**config.mk**
```make
export PLATFORM = sky130hd
export DESIGN_NAME = tsr_iter_unit
export DESIGN_NICKNAME = d
export VERILOG_FILES = /design/src/design/tsr_pkg.sv /design/src/design/tsr_iter_unit.sv
export SDC_FILE = /design/constraint.sdc
export NUM_CORES = 1
export LEC_CHECK = 0
export BUFFER_PORTS_ARGS = -buffer_cell sky130_fd_sc_hd__buf_2
export CAP_MARGIN = 20
export CELL_PAD_IN_SITES_DETAIL_PLACEMENT = 0
export CELL_PAD_IN_SITES_GLOBAL_PLACEMENT = 1
export CORE_ASPECT_RATIO = 0.5
export CORE_UTILIZATION = 41
export CTS_CLUSTER_SIZE = 20
export DETAILED_ROUTE_END_ITERATION = 10
export PLACE_DENSITY = 0.85
export SETUP_SLACK_MARGIN = 0.4
export SYNTH_ARGS = -nofsm -noshare
export SYNTH_HDL_FRONTEND = slang
export SYNTH_SLANG_ARGS = --single-unit
export TNS_END_PERCENT = 20
```
**constraint.sdc**
```tcl
create_clock -name clk_i -period 3.96 [get_ports clk_i]
set_input_delay 1.188 -clock clk_i [delete_from_list [all_inputs] [get_ports clk_i]]
set_output_delay 1.188 -clock clk_i [all_outputs]
set_load 0.01 [all_outputs]
```
**src/design/tsr_pkg.sv**
```systemverilog
`timescale 1ns / 1ps
// ---------------------------------------------------------------------------
// tsr_pkg
// Shared types, constants and lookup functions of the two-player rating update
// ---------------------------------------------------------------------------
package tsr_pkg;

  // default player table depth
  localparam int unsigned DEF_PLAYERS = 1024;

  // fixed point format of ratings and variances
  localparam int unsigned FRAC_BITS  = 16;
  localparam int unsigned TAB_SHIFT  = FRAC_BITS - 2;

  // widths of the shared iterative unit
  localparam int unsigned OPA_W      = 56;
  localparam int unsigned OPB_W      = 34;
  localparam int unsigned DIV_STEPS  = OPA_W;
  localparam int unsigned SQRT_STEPS = OPA_W / 2;

  // numeric limits
  localparam logic [30:0] VAR_MAX    = 31'h7FFF_FFFF;
  localparam logic [16:0] PROB_ONE   = 17'd65536;
  localparam logic [16:0] Q_ONE      = 17'd65536;
  localparam logic [22:0] DELTA_CAP  = 23'h40_0000;
  localparam logic signed [24:0] RATIO_LO = -25'sd327680;
  localparam logic signed [24:0] RATIO_HI = 25'sd327680;

  // Phi table, Q1.16, steps of 1/4 on [0,5]
  localparam logic [16:0] PHI_TAB [0:20] = '{
    17'd32768, 17'd39237, 17'd45316, 17'd50684, 17'd55138, 17'd58612, 17'd61158,
    17'd62911, 17'd64045, 17'd64735, 17'd65129, 17'd65341, 17'd65448, 17'd65498,
    17'd65521, 17'd65530, 17'd65534, 17'd65535, 17'd65536, 17'd65536, 17'd65536
  };

  // N/Phi table, Q16, steps of 1/4 on [-5,5]
  localparam logic [18:0] RATIO_TAB [0:40] = '{
    19'd339909, 19'd324089, 19'd308301, 19'd292540, 19'd276929, 19'd261351,
    19'd245852, 19'd230451, 19'd215161, 19'd199996, 19'd184988, 19'd170171,
    19'd155530, 19'd141148, 19'd127053, 19'd113299, 19'd99952,  19'd87083,
    19'd74782,  19'd63147,  19'd52290,  19'd42326,  19'd33368,  19'd25518,
    19'd18848,  19'd13384,  19'd9096,   19'd5890,   19'd3621,   19'd2106,
    19'd1156,   19'd598,    19'd291,    19'd133,    19'd57,     19'd23,
    19'd9,      19'd3,      19'd1,      19'd0,      19'd0
  };

  // operation codes
  typedef enum logic [1:0] {
    OP_PREDICT = 2'd0,
    OP_GAME    = 2'd1,
    OP_CLEAR   = 2'd2
  } op_e;

  // configuration register indexes
  typedef enum logic [1:0] {
    CFG_BETA_SQ  = 2'd0,
    CFG_INIT_VAR = 2'd1,
    CFG_ADD_VAR  = 2'd2
  } cfg_idx_e;

  // shared unit mode
  typedef enum logic {
    MODE_DIV  = 1'b0,
    MODE_SQRT = 1'b1
  } unit_mode_e;

  // sequencer states
  typedef enum logic [4:0] {
    ST_IDLE, ST_RD_B, ST_RD_W, ST_FETCH,
    ST_PR_GO, ST_PR_WT, ST_PD_GO, ST_PD_WT, ST_PROB,
    ST_GR_GO, ST_GR_WT, ST_GX_GO, ST_GX_WT, ST_GV, ST_GRATIO, ST_GWM, ST_GWC,
    ST_MM, ST_MD_GO, ST_MD_WT, ST_MS,
    ST_VM, ST_VD_GO, ST_VD_WT, ST_VF, ST_VS,
    ST_WR_WIN, ST_WR_LOS, ST_DONE
  } state_e;

  // request to the shared divide / square root unit
  typedef struct packed {
    logic             start;
    unit_mode_e       mode;
    logic [OPA_W-1:0] opa;
    logic [OPB_W-1:0] opb;
  } unit_req_t;

  // one player entry of the store
  typedef struct packed {
    logic               valid;
    logic signed [31:0] mean;
    logic [30:0]        spread;
  } entry_t;

  // player index reduced modulo the table depth, by conditional subtraction
  function automatic logic [9:0] idx_mod(input logic [9:0] a, input int unsigned m);
    logic [25:0] r;
    r = 26'(a);
    for (int k = 9; k >= 0; k--) begin
      if (r >= (26'(m) << k)) begin
        r = r - (26'(m) << k);
      end
    end
    return r[9:0];
  endfunction

  // Phi of a nonnegative delta magnitude, interpolated
  function automatic logic [16:0] phi_q16(input logic [22:0] mag);
    logic [8:0]  idx;
    logic [13:0] frac;
    logic [16:0] lo_v;
    logic [16:0] hi_v;
    logic [30:0] prod;
    logic [16:0] r;
    idx  = mag[22:TAB_SHIFT];
    frac = mag[TAB_SHIFT-1:0];
    if (idx >= 9'd20) begin
      r = PROB_ONE;
    end else begin
      lo_v = PHI_TAB[idx[4:0]];
      hi_v = PHI_TAB[idx[4:0] + 5'd1];
      prod = 31'(hi_v - lo_v) * 31'(frac);
      r    = lo_v + 17'(prod >> TAB_SHIFT);
    end
    return r;
  endfunction

  // N/Phi ratio of a signed delta, interpolated, linear tail below -5
  function automatic logic [22:0] gauss_ratio(input logic signed [23:0] x);
    logic signed [24:0] xe;
    logic signed [24:0] d;
    logic [5:0]         i;
    logic [13:0]        fr;
    logic [18:0]        a;
    logic [18:0]        b;
    logic [32:0]        prod;
    logic [22:0]        r;
    xe = {x[23], x};
    d  = xe - RATIO_LO;
    i  = d[19:TAB_SHIFT];
    fr = d[TAB_SHIFT-1:0];
    if (xe <= RATIO_LO) begin
      r = 23'(RATIO_TAB[0]) + 23'(RATIO_LO - xe);
    end else if (xe >= RATIO_HI) begin
      r = '0;
    end else begin
      a    = RATIO_TAB[i];
      b    = RATIO_TAB[i + 6'd1];
      prod = 33'(a - b) * 33'(fr);
      r    = 23'(a - 19'(prod >> TAB_SHIFT));
    end
    return r;
  endfunction

endpackage

```
**src/design/tsr_iter_unit.sv**
```systemverilog
`timescale 1ns / 1ps
// ---------------------------------------------------------------------------
// tsr_iter_unit
// Shared restoring divider and integer square root, one digit per cycle
// ---------------------------------------------------------------------------
module tsr_iter_unit (
  input  logic                       clk_i,
  input  logic                       rst_ni,
  input  tsr_pkg::unit_req_t         req_i,
  output logic                       done_o,
  output logic [tsr_pkg::OPA_W-1:0]  result_o
);
  import tsr_pkg::*;

  logic             busy_q, busy_d;
  logic             done_q, done_d;
  unit_mode_e       mode_q, mode_d;
  logic [5:0]       cnt_q, cnt_d;
  logic [35:0]      rem_q, rem_d;
  logic [OPA_W-1:0] acc_q, acc_d;
  logic [OPA_W-1:0] src_q, src_d;
  logic [OPB_W-1:0] den_q, den_d;

  logic [37:0] shv;
  logic [37:0] sub;
  logic        ge;
  logic [37:0] diff;

  // trial subtract: divisor for divide, 4*root+1 for square root
  always_comb begin
    if (mode_q == MODE_SQRT) begin
      shv = {rem_q, src_q[OPA_W-1:OPA_W-2]};
      sub = {8'b0, acc_q[27:0], 2'b01};
    end else begin
      shv = {1'b0, rem_q, src_q[OPA_W-1]};
      sub = {4'b0, den_q};
    end
    ge   = (shv >= sub);
    diff = shv - sub;
  end

  // iteration control
  always_comb begin
    busy_d = busy_q;
    done_d = 1'b0;
    mode_d = mode_q;
    cnt_d  = cnt_q;
    rem_d  = rem_q;
    acc_d  = acc_q;
    src_d  = src_q;
    den_d  = den_q;
    if (req_i.start) begin
      busy_d = 1'b1;
      mode_d = req_i.mode;
      cnt_d  = (req_i.mode == MODE_SQRT) ? 6'(SQRT_STEPS - 1) : 6'(DIV_STEPS - 1);
      rem_d  = '0;
      acc_d  = '0;
      src_d  = req_i.opa;
      den_d  = req_i.opb;
    end else if (busy_q) begin
      rem_d = ge ? diff[35:0] : shv[35:0];
      acc_d = {acc_q[OPA_W-2:0], ge};
      src_d = (mode_q == MODE_SQRT) ? {src_q[OPA_W-3:0], 2'b00} : {src_q[OPA_W-2:0], 1'b0};
      cnt_d = cnt_q - 6'd1;
      if (cnt_q == '0) begin
        busy_d = 1'b0;
        done_d = 1'b1;
      end
    end
  end

  // control registers
  always_ff @(posedge clk_i or negedge rst_ni) begin
    if (!rst_ni) begin
      busy_q <= 1'b0;
      done_q <= 1'b0;
    end else begin
      busy_q <= busy_d;
      done_q <= done_d;
    end
  end

  // operand and partial result registers
  always_ff @(posedge clk_i) begin
    mode_q <= mode_d;
    cnt_q  <= cnt_d;
    rem_q  <= rem_d;
    acc_q  <= acc_d;
    src_q  <= src_d;
    den_q  <= den_d;
  end

  assign done_o   = done_q;
  assign result_o = acc_q;

endmodule

```
==> impl_metrics.toml, run 1 <==
[outcome]
status = "complete, no violations"

[setup_path]
path_delay_family = "simple AND/OR/NAND/NOR gates"
r2r-start = "mode_q"
max_stage_delay_ns = 0.47
crit_start = "mode_q"
critPathBufInv = 4
crit_fanout = 16
worstPathCellList = "buf_6 > buf_12 > buf_4 > mux2i_1 > ha_1 > nand3_2 > nor4_4 > a31oi_1 > and3_1 > nand3_2 > nand2_4 > buf_12 > or3_1 > a311oi_2"
r2r_cells = 14
cp.arrival_ns = 3.82
path_class = "reg2reg"
slowest_stage = "ha_1"
required_ns = 4.31
cp-end-kind = "flop"
start_kind = "flop"
path_depth = 14

[grt]
globalRouteOverflowTotal = 0
grt_usage_pct = 19.39
grt_max_degree = 103
grt_pass1_vias = 7762
grt_pass1_wl_um = 40610
antenna_found_initial = 1

[route]
totalWireLength_um = 25690
wire_per_inst_um = 16.42
dr.pass1.iters = 7
drc_errors = 0
drtAntennaViolNets = 0
num_vias = 8216
viasPerCell = 5.253
drt_iter0_drc = 463

[placed_design]
postPlaceCellArea_mm2 = 0.01181
place_congestion = 0.9153
numPortBuffers = 150
dpl.hpwl_um = 18040
placed_cells = 1519

[power]
leakagePower_nw = 5.932
swShare_pct = 37.99
power.share.clock_pct = 21.0
pwr-share-seq_pct = 30.4
intPower_w = 0.005083
p_comb_share_pct = 48.6
ir_drop_uv = 395.9
power_switching_w = 0.003115
powerDensity_mw_per_mm2 = 644.3

[finish]
layout.nets = 1337
layout.cells.non_filler = 1564
layout-drive-gt1-share_pct = 25.92
final_common_cell = "mux2i_1"
final_util_pct = 50.42
fillers = 2337
areaGrowthSynthToFinish_pct = 20.68
layout_common_cells = "mux2i_1 (153), buf_2 (149), nor2_1 (123), edfxtp_1 (97), dfxtp_1 (92)"
finalInstanceArea_mm2 = 0.01272

[floorplan]
num_io_pins = 151
fp.dieH_um = 115.4
start_util_pct = 41.78
core_area_mm2 = 0.02524
rows = 41
die-area_mm2 = 0.02640
die_w_um = 228.8

[cts]
cts_max_path_buffers = 2
clock-sinks = 191
path_clk_slew_ns = 0.07
tritoncts = "yes"
cts_buffers = 17
insertion_delay_ns = 0.45
cts_hold_buf = 0
root_buffer = "clkbuf_16"
htree_levels = 4

[yosys]
syn_inst = 1051
synth_seq_cells = 191
synthArstFlopShare_pct = 1.047
synthFlopType = "edfxtp_1"
yosysSeqAreaShare_pct = 45.57
synth-warning-count = 0
avgSynthCellArea_um2 = 10.03
synth_edf_count = 97
synth_area_mm2 = 0.01054
syn-num-nets = 1182
synth_cell_types = 70

[timing]
rsz0062_at_grt = "yes"
worstMarginPinSlew_ns = 0.9682
relSlewSlack_pct = 35.45
min_period_ns = 3.474
fin_tns_setup_ns = 0
hold_viol_final = 0
maxSlewViolCount = 0
fin_crit_sh_pct = 87.74
max_freq_mhz = 287.8
final-setup-viol-count = 0
fin_skew_ns = 0.01319

[worst_hold_path]
hp-start = "rem_q[35]"
worstHoldPathType = "reg2reg"
holdPathStages = 2

[flow_run]
maxCapViolCount = 0
==> repair_timing <==
action,in CTS,in global routing
setup endpoints to repair,18,26
resized for setup,12,31
pin swaps,4,14
gates cloned,1,1
buffers inserted,4,6
==> registers in the layout (all words and copies together), names as in the netlist <==
name / flops
mode_q: 1
cnt_q: 6
done_o: 1
src_q: 56
busy_q: 1
result_o: 56
rem_q: 36
den_q: 34
==> power groups by stage <==
stage | registers [W] | clock network, W | logic, W
detailed placement | 0.00253 | 0 | 0.00358
finish | 0.00249 | 0.00172 | 0.00398
global route | 0.00252 | 0.00185 | 0.00439
global placement | 0.00253 | 0 | 0.00357
CTS | 0.00249 | 0.00177 | 0.00370
floorplan | 0.00248 | 0 | 0.00270
==> synthesized netlist by cell type, drive strengths merged, types with 25 or more instances <==
cell,instances,share of area (%)
ha,36,4.3
a211oi,26,1.9
nor2,125,4.4
mux2,32,3.4
edfxtp,97,28
o21ai,77,3.7
buf,25,1.3
a21oi,62,3.0
dfxtp,92,17
mux2i,154,15
clkbuf,43,1.5
nand2,92,3.3
==> cell families after synthesis <==
family	share of synthesized area [%]
AND/OR/NAND/NOR	12.19
AO/OA/AOI/OAI	13.67
flip-flops	45.57
multiplexers	18.04
buffers and inverters	3.418
adder cells (fa/ha/maj)	4.462
XOR/XNOR	2.658
==> layer usage <==
metal / global-route usage [%] / vias to the layer above / share of wire [%]
met2: 30.88 / 156 / 45
met1: 26.67 / 3903 / 50
met3: 4.415 / 22 / 3.8
li1: - / 4135 / -
met4: 5.156 / 0 / 1.2
met5: 0 / - / 0
==> cell type report <==
| class | count | area, um2 | area share [%] |
|---|---|---|---|
| Timing Repair Buffer | 204 | 1282 | 10.08 |
| Antenna cell | 1 | 2.502 | 0.01967 |
| Inverter | 17 | 63.81 | 0.5015 |
| Tap cell | 344 | 430.4 | 3.383 |
| Clock inverter | 13 | 127.6 | 1.003 |
| Sequential cell | 191 | 4808 | 37.79 |
| Clock buffer | 19 | 454.2 | 3.569 |
| Multi-Input combinational cell | 775 | 5555 | 43.66 |
==> per-stage QoR <==
stage | hold slack (ns) | worst slack (ns) | total power [W]
2_1_floorplan | 0.4277 | 0.4004 | 0.005177
3_3_place_gp | 0.4355 | 0.3605 | 0.006093
3_5_place_dp | 0.4634 | 0.2970 | 0.006118
4_1_cts | 0.4735 | 0.4294 | 0.007966
5_1_grt | 0.4817 | 0.3304 | 0.008763
6_report | 0.4771 | 0.4857 | 0.008198
==> worst register-to-register path: stages (launching register included) <==
cell and delay [ns]:
edfxtp_1 0.38, buf_6 0.15, buf_12 0.15, buf_4 0.19, mux2i_1 0.15, ha_1 0.47, nand3_2 0.21, nor4_4 0.38
a31oi_1 0.17, and3_1 0.19, nand3_2 0.10, nand2_4 0.09, buf_12 0.17, or3_1 0.36, a311oi_2 0.21
==> worst paths after layout <==
kind	slack, ns	to
min in group asynchronous	0.51	busy_q
min reg2reg	0.48	rem_q[35]
max	0.49	rem_q[24]
max reg2reg	0.49	rem_q[24]
min	0.48	rem_q[35]
max in group asynchronous	3.34	busy_q
No activity file was read; power rests on OpenSTA's default activity.
==> inputs of run 2 (changes only) <==
Settings changed: SETUP_SLACK_MARGIN 0.4 to 0.5.
==> run 2 against run 1 <==
  * Sequential share of layout area shrank 2.0 points
  * Global-route usage rose by 1.0 points
  * Hold slack got worse by 0.013 ns
  * Register-to-register slack better by 0.08 ns
  * Clock skew is 0.0021 ns higher
  * Routed wire length grew 6.6%
  * First-iteration DRC count up 28%
==> impl_metrics.toml, run 2 (synthesized netlist as in run 1, its figures left out) <==
[setup_path]
cp.arrival_ns = 3.79
start_kind = "flop"
cp-end-kind = "flop"
path_class = "reg2reg"
crit_fanout = 5
required_ns = 4.36

[floorplan]
die-area_mm2 = 0.02640
die_w_um = 228.8
fp.dieH_um = 115.4
num_io_pins = 151
start_util_pct = 41.78
core_area_mm2 = 0.02524
rows = 41

[flow_run]
maxCapViolCount = 0

[grt]
grt.busiest_layer = "met2"
grt_usage_pct = 20.42
use_met2_pct = 32.91
grt_pass1_wl_um = 42370
use_met3_pct = 3.844
antenna_found_initial = 0
globalRouteOverflowTotal = 0
grt_util_met1_pct = 27.84
grt_max_degree = 106
grt_pass1_vias = 8006

[finish]
areaGrowthSynthToFinish_pct = 27.27
diodes = 0
layout.nets = 1345
final_util_pct = 53.17
fillers = 2263
layout-drive-gt1-share_pct = 30.48
seq_area_mm2 = 0.004808
layout_common_cells = "mux2i_1 (149), buf_2 (149), nor2_1 (121), edfxtp_1 (97), dfxtp_1 (92)"
layout.cells.non_filler = 1571
multi_input_area_mm2 = 0.006115

[cts]
cts_buffers = 17
path_clk_slew_ns = 0.07
htree_levels = 4
cts_max_path_buffers = 2
clock-sinks = 191
root_buffer = "clkbuf_16"
insertion_delay_ns = 0.46
tritoncts = "yes"

[placed_design]
numPortBuffers = 150
dp_slack_ns = 0.2633
dpl.hpwl_um = 17690
placed_cells = 1503
place_congestion = 0.8665

[route]
viasPerCell = 5.345
drc_errors = 0
dr.pass1.iters = 6
drtAntennaViolNets = 0
wire_per_inst_um = 17.43
num_vias = 8397
totalWireLength_um = 27380
drt_iter0_drc = 591

[timing]
fin_crit_sh_pct = 85.67
rsz0062_at_grt = "yes"
fin_skew_ns = 0.01526
setup_ws_ns = 0.5677
fin_tns_setup_ns = 0
worstMarginPinSlew_ns = 1.001
hold_viol_final = 0
min_period_ns = 3.392
relSlewSlack_pct = 33.26
final-setup-viol-count = 0
maxSlewViolCount = 0
max_freq_mhz = 294.8

[power]
intPower_w = 0.005558
powerDensity_mw_per_mm2 = 671.6
leakagePower_nw = 6.072
power_w = 0.009013
ir_drop_uv = 444.7
swShare_pct = 38.33
pwr-share-seq_pct = 27.7
p_comb_share_pct = 53.2
power_switching_w = 0.003455
power.share.clock_pct = 19.1

[outcome]
status = "complete, no violations"

[worst_hold_path]
worstHoldPathType = "reg2reg"
[run 2: per-stage QoR]
step / instance area (um2) / hold WS, ns
3_3_place_gp: 11680 / 0.4383
3_5_place_dp: 11680 / 0.4529
6_report: 13420 / 0.4641
5_1_grt: 13420 / 0.4880
2_1_floorplan: 10610 / 0.4277
4_1_cts: 12840 / 0.4634
[run 2: cell type report]
cell class                      instances  share of cell area [%]
Tap cell                              344                   3.207
Clock inverter                          8                  0.4755
Sequential cell                       191                   35.83
Timing Repair Buffer                  211                   10.55
Inverter                               17                  0.4755
Clock buffer                           24                   3.897
Multi-Input combinational cell        776                   45.57
[run 2: per-layer routing]
layer  share of wire [%]  vias up
li1                    -     4150
met1                  48     4055
met2                  47      164
met3                 3.6       28
met4                 1.4        0
met5                   0        -
[run 2: critical path, stage by stage, from the launching register on]
cell	delay [ns]
edfxtp_1	0.44
buf_6	0.17
buf_8	0.14
clkbuf_16	0.16
mux2_2	0.37
ha_4	0.32
nand3_2	0.13
a21oi_2	0.19
o21ai_2	0.11
nand4_1	0.18
a31oi_4	0.17
o21ba_4	0.27
nor4_4	0.28
mux2i_1	0.23
a32o_1	0.17
[run 2: final timing paths]
| path | from | endpoint | slack, ns | cells after the start |
|---|---|---|---|---|
| setup / recovery | mode_q | rem_q[33] | 0.57 | 14 |
| hold / removal | rem_q[35] | rem_q[35] | 0.46 | 2 |
| setup reg to reg | mode_q | rem_q[33] | 0.57 | 14 |
| hold reg to reg | rem_q[35] | rem_q[35] | 0.46 | 2 |
| max in group asynchronous | rst_ni | busy_q | 3.34 | 1 |
| min in group asynchronous | rst_ni | done_o | 0.51 | 1 |
[run 2: power by group through the flow]
stage,Sequential [W],Clock [W],Combinational (W)
2_1_floorplan,0.00248,0,0.00270
3_3_place_gp,0.00252,0,0.00339
3_5_place_dp,0.00253,0,0.00342
4_1_cts,0.00249,0.00177,0.00406
5_1_grt,0.00252,0.00184,0.00519
6_report,0.00250,0.00172,0.00479
[run 2: timing repair]
item	4_1_cts	5_1_grt
hold buffers	0	0
gates cloned	4	4
pin swaps	20	31
gates resized for setup	66	70
setup buffers	14	14
endpoints found under the setup margin	35	36
